## config.mk

```make
export PLATFORM = sky130hd
export DESIGN_NAME = kvt_cell
export DESIGN_NICKNAME = d
export VERILOG_FILES = /design/src/rtl/core/key_value_table_top_assert.svh /design/src/rtl/core/kvt_pkg.sv /design/src/rtl/core/kvt_cell.sv
export SDC_FILE = /design/constraint.sdc
export NUM_CORES = 1
export LEC_CHECK = 0
export ABC_AREA = 1
export BUFFER_PORTS_ARGS = -buffer_cell sky130_fd_sc_hd__buf_4
export CORE_AREA = 4 4 182 184
export CTS_CLUSTER_SIZE = 25
export DETAILED_ROUTE_END_ITERATION = 8
export DIE_AREA = 0 0 186 188
export PLACE_DENSITY_LB_ADDON = 0.15
export SLEW_MARGIN = 10
export SYNTH_ARGS = -nofsm -noshare
export SYNTH_HDL_FRONTEND = slang
export SYNTH_SLANG_ARGS = --single-unit
```

## constraint.sdc

```tcl
create_clock -name i_clk -period 11.8 [get_ports i_clk]
set_input_delay 1.18 -clock i_clk [delete_from_list [all_inputs] [get_ports i_clk]]
set_output_delay 1.18 -clock i_clk [all_outputs]
set_load 0.02 [all_outputs]
```

## src/rtl/core/key_value_table_top_assert.svh

```systemverilog
// ---------------------------------------------------------------------------
// Assertion macros for the key/value table.
// Both macros expect a clock named i_clk and an active-low reset i_rst_n in
// the scope where they are used.
// ---------------------------------------------------------------------------
`ifndef KEY_VALUE_TABLE_TOP_ASSERT_SVH
`define KEY_VALUE_TABLE_TOP_ASSERT_SVH

// Same-cycle implication.
`define KVT_ASSERT_IMPL(label, ante, cons) \
    label: assert property (@(posedge i_clk) disable iff (!i_rst_n) (ante) |-> (cons)) \
        else $error("key_value_table: assertion failed");

// Next-cycle implication.
`define KVT_ASSERT_NEXT(label, ante, cons) \
    label: assert property (@(posedge i_clk) disable iff (!i_rst_n) (ante) |=> (cons)) \
        else $error("key_value_table: assertion failed");

`endif

```

## src/rtl/core/kvt_pkg.sv

```systemverilog
// ---------------------------------------------------------------------------
// kvt_pkg
// Shared constants, codes and types of the key/value table.
// ---------------------------------------------------------------------------
package kvt_pkg;

    // Built table size and stored word widths.
    localparam int DEPTH      = 64;
    localparam int KEY_BITS   = 64;
    localparam int VALUE_BITS = 64;

    // Port field widths.
    localparam int CMD_W    = 2;
    localparam int KEY_W    = 64;
    localparam int VALUE_W  = 64;
    localparam int STATUS_W = 3;
    localparam int CAP_W    = 7;

    localparam logic [CAP_W-1:0] CAP_RESET = CAP_W'(64);

    // Entry count holds 0..DEPTH, a slot index 0..DEPTH-1.
    localparam int CNT_W = $clog2(DEPTH + 1);
    localparam int IDX_W = (DEPTH > 1) ? $clog2(DEPTH) : 1;
    // Common width for comparing the count against capacity.
    localparam int CMP_W = (CNT_W > CAP_W) ? CNT_W : CAP_W;

    // Command codes.
    localparam logic [CMD_W-1:0] CMD_PUT = 2'd0;
    localparam logic [CMD_W-1:0] CMD_GET = 2'd1;
    localparam logic [CMD_W-1:0] CMD_DEL = 2'd2;

    // Status codes.
    localparam logic [STATUS_W-1:0] STS_INSERTED  = 3'd0;
    localparam logic [STATUS_W-1:0] STS_UPDATED   = 3'd1;
    localparam logic [STATUS_W-1:0] STS_FULL      = 3'd2;
    localparam logic [STATUS_W-1:0] STS_FOUND     = 3'd3;
    localparam logic [STATUS_W-1:0] STS_NOT_FOUND = 3'd4;
    localparam logic [STATUS_W-1:0] STS_DELETED   = 3'd5;

    typedef enum logic [1:0] {
        ST_IDLE,
        ST_CMP,
        ST_UPD
    } t_state;

    typedef struct packed {
        logic [CMD_W-1:0]   cmd;
        logic [KEY_W-1:0]   key;
        logic [VALUE_W-1:0] value;
    } t_kvt_req;

    typedef struct packed {
        logic [STATUS_W-1:0] status;
        logic [VALUE_W-1:0]  read_value;
    } t_kvt_rsp;

    // Broadcast from the controller to every cell.
    typedef struct packed {
        logic                  cmp_en;   // latch the match flag
        logic                  set_val;  // overwrite value of the matching cell
        logic                  ins_en;   // append at slot == count
        logic                  shift_en; // slots at or above hit_idx take neighbor
        logic [IDX_W-1:0]      hit_idx;
        logic [CNT_W-1:0]      count;
        logic [KEY_BITS-1:0]   key;
        logic [VALUE_BITS-1:0] value;
    } t_cell_ctl;

endpackage

```

## src/rtl/core/kvt_cell.sv

```systemverilog
// ---------------------------------------------------------------------------
// kvt_cell
// One table slot: holds a key and value, compares against the broadcast key
// and hands its contents down to the lower neighbor on a delete.
// ---------------------------------------------------------------------------
module kvt_cell
    import kvt_pkg::*;
(
    input  logic                  i_clk,
    input  logic                  i_rst_n,
    input  logic [IDX_W-1:0]      i_idx,
    input  t_cell_ctl             i_ctl,
    input  logic [KEY_BITS-1:0]   i_next_key,
    input  logic [VALUE_BITS-1:0] i_next_value,
    output logic [KEY_BITS-1:0]   o_key,
    output logic [VALUE_BITS-1:0] o_value,
    output logic                  o_match,
    output logic [VALUE_BITS-1:0] o_rd_value
);

    logic [KEY_BITS-1:0]   r_key;
    logic [VALUE_BITS-1:0] r_value;
    logic                  r_hit;
    logic                  w_live;

    assign w_live     = CNT_W'(i_idx) < i_ctl.count;
    assign o_match    = w_live && (r_key == i_ctl.key);
    assign o_key      = r_key;
    assign o_value    = r_value;
    assign o_rd_value = r_hit ? r_value : '0;

    always_ff @(posedge i_clk) begin
        if (!i_rst_n) begin
            r_hit <= 1'b0;
        end else if (i_ctl.cmp_en) begin
            r_hit <= o_match;
        end
    end

    always_ff @(posedge i_clk) begin
        if (i_ctl.shift_en && (i_idx >= i_ctl.hit_idx)) begin
            r_key   <= i_next_key;
            r_value <= i_next_value;
        end else if (i_ctl.ins_en && (CNT_W'(i_idx) == i_ctl.count)) begin
            r_key   <= i_ctl.key;
            r_value <= i_ctl.value;
        end else if (i_ctl.set_val && r_hit) begin
            r_value <= i_ctl.value;
        end
    end

endmodule

```

==> results by group <==
Global route
  – Antenna violations before repair: 2
  – Pin count of the biggest net entering global routing: about 160
  – Vias in the first global route: about 8000
  – GRT Total Usage: ~18%
  – First-pass GRT wire length: 47.3 mm
  – Gr ovfl total: 0

Setup path
  – Worst r2r path cells: 3
  – Crit. End Element: flop
  – CP arrival: between 4 and 5 ns
  – Critical path launch point type: input port
  – Crit path max fanout: ~160
  – Crit. path cell count: 10
  – Worst path buffer plus inverter count: 4
  – Top Family by Delay on Critical Path: simple AND/OR/NAND/NOR gates
  – Crit path max-delay cell type: nand3_4
  – Crit path largest cell delay: about 1 ns
  – Critical-path cell list: buf_4 > inv_1 > ha_1 > inv_1 > nand2_1 > a21oi_1 > o221ai_4 > buf_4 > nand2_8 > nand3_4
  – Setup CP Type: input port to flop
  – Req. time, crit path: around 12 ns

Pwr
  – Clk pwr share: between 30% and 40%
  – Pwr dens: between 100 and 150 mW/mm^2
  – Psw: between 0.4 and 0.5 mW
  – Worst IR drop on VDD: between 0.08 and 0.09 mV
  – Flop pwr share: around two fifths
  – Logic gate share of total power: 25.8%
  – Int Power: between 1 and 1.5 mW
  – Sw Share: 31.3%
  – Leak: 6.68 nW

Synth
  – Post-synth top area share: around half
  – Cell variety after synth: 18
  – #FFs+latches synth: 129
  – Yosys Warn Count: 0
  – Mapped Cells: 1023
  – Area contributors post-synth: edfxtp_1 (50%), nand2_1 (20%), inv_1 (8.5%)
  – Synthesized area: approximately 0.0076 sq mm
  – Area leader, netlist: edfxtp_1
  – Synth Net Count: 1316
  – Post-synthesis sequential area ratio: between 50 and 60%
  – Syn Area/Cell: roughly 7.4 sq um

Clock tree
  – Clock root buffer: clkbuf_16
  – Clock sink count: ~130
  – Worst-path clk slew: ~0.06 ns
  – CTS tree: done
  – Hold buffers post-CTS: 0
  – CTS Buf Count: 17
  – Post-CTS Resized: 0
  – CTS Buffer Depth: 2
  – Clk Latency, worst-skew pair: between 0.4 and 0.5 ns
  – H-tree levels: 4
  – Post-CTS Setup Bufs: 0

Place
  – Pre-CTS setup slack: slightly below 7 ns
  – Placed inst area: 0.0116 sq mm
  – Post-DP HPWL: between 20 and 25 mm
  – Gpl congestion: between 0.9 and 1
  – Placed cell count: approximately 1900
  – I/O Buffers: roughly 470

STA
  – Min cycle time layout: between 4 and 5 ns
  – Final setup viols: 0
  – Fin Hold WS: around 0.90 ns
  – Setup_tns: 0 ns
  – Max Freq: ~230 MHz
  – Final Max Slew Viols: 0
  – Final Cycle Share: 37.2%
  – Worst setup margin: approximately 7.4 ns
  – Slew Limit Headroom: between 20% and 30%
  – Layout Skew: between 0.01 and 0.015 ns
  – Slew @ Worst Pin: between 1 and 1.5 ns
  – Final hold viol count: 0
  – RSZ-0062 raised after global routing: no

Worst hold path
  – Worst min path class: flop to flop
  – Min-Delay Path Depth: 7

Floorplanning
  – Row count: 65
  – # IOs: 474
  – Die width: 186 microns
  – Die Ht: about 190 microns
  – Initial Utilization: between 20% and 30%
  – Core Area: ~0.031 sq mm
  – Full die area: about 0.035 sq mm

Finish
  – Multi-input combinational cell area: between 0.002 and 0.003 sq mm
  – Design area: roughly 0.012 sq mm
  – Fill cell count: around 3300
  – Final Non-Filler Cells: 1891
  – Area grow syn2layout: 59.8%
  – Share of layout cells above drive strength 1: between 30% and 40%
  – Reg area: slightly below 0.004 sq mm
  – Final net count: 1767

Status
  – Status: finished, final reports clean

Detailed routing
  – Iteration-0 DRC Markers: roughly 430
  – Drt wl/cell: approximately 17 microns
  – Drt total wl: 32.2 mm
  – 1st-pass router iterations: 4
  – Via density: around 4.2
  – Final ANT Viol Nets: 0
  – DR vias: a little under 8000
  – DRC viols: 0

Run
  – Maxcap violations: 0
[synth_stat cells]
library cell and number:
nand2_2 1, nand3_1 105, buf_1 4, clkbuf_1 26
nor2_1 93, o221ai_2 1, o2bb2ai_1 1, a21oi_1 38
xnor2_1 9, edfxtp_1 128, or2_2 7, buf_2 15
dfxtp_1 1, nand2_1 400, ha_1 12, nand4_1 3
inv_1 172, o21ai_0 7
[power by group through the flow]
stage,sequential (mW),clock [mW],combinational [mW]
3_5_place_dp,0.617,0,0.414
3_3_place_gp,0.617,0,0.411
4_1_cts,0.608,0.580,0.414
2_1_floorplan,0.666,0,0.147
6_report,0.608,0.563,0.406
5_1_grt,0.614,0.601,0.449
[worst paths after layout]
| check | endpoint | slack, ns | start |
|---|---|---|---|
| min | r_hit | 0.90 | o_key[46] |
| max reg2reg | o_value[9] | 9.61 | r_hit |
| max | o_value[9] | 7.41 | i_idx[0] |
| min reg2reg | r_hit | 0.90 | o_key[46] |
[cells in the final DEF, fill, tap and decap left out, types with 9 or more instances in the layout]
cell,netlist,final
buf_4,0,477
nand3_1,105,104
inv_1,172,172
ha_1,12,12
nand2_1,400,399
edfxtp_1,128,128
xnor2_1,9,9
nor2_1,93,93
clkbuf_16,0,17
a21oi_1,38,38
[cell families (layout without fill, tap and decap cells)]
family,count (synthesis),after routing,synth area share [%]
xor+xnor,9,9,1.03
fa+ha+maj,12,12,1.97
buf+inv,217,681,10.9
simple gates,609,609,32.1
other cells,0,2,0
compound gates,47,47,3.27
flops,129,129,50.7
[worst register-to-register path, stage by stage, from the launching register on]
cell	delay (ns)
dfxtp_2	0.31
buf_4	0.48
nand2_1	0.22
nand3_4	0.71
[metrics by stage]
stage	total power, mW	util [%]
2_1_floorplan	0.813	-
3_3_place_gp	1.03	36.8
3_5_place_dp	1.03	36.8
4_1_cts	1.60	38.8
5_1_grt	1.66	38.8
6_report	1.58	38.8
[sequential cells by signal, indices dropped and copies added (netlist names)]
| signal | flops |
|---|---|
| o_key | 64 |
| r_hit | 1 |
| o_value | 64 |
[final cells by class]
type / count / area share (%)
multi-input cells: 677 / 24.4
clock inverters: 14 / 1.47
flip-flops and latches: 129 / 31.7
diodes: 2 / 0.0411
clock buffers: 18 / 3.52
repair buffers: 477 / 29.4
inverters: 172 / 5.30
well taps: 402 / 4.13
[per-layer routing]
metal	up-vias	part of all wire (%)	global-route usage (%)
met4	0	1.5	4.37
met2	254	52	31.2
li1	4080	-	-
met5	-	0	0
met1	3547	41	21.7
met3	21	6.0	4.23
Note: power is estimated with default switching activity, not from simulation.
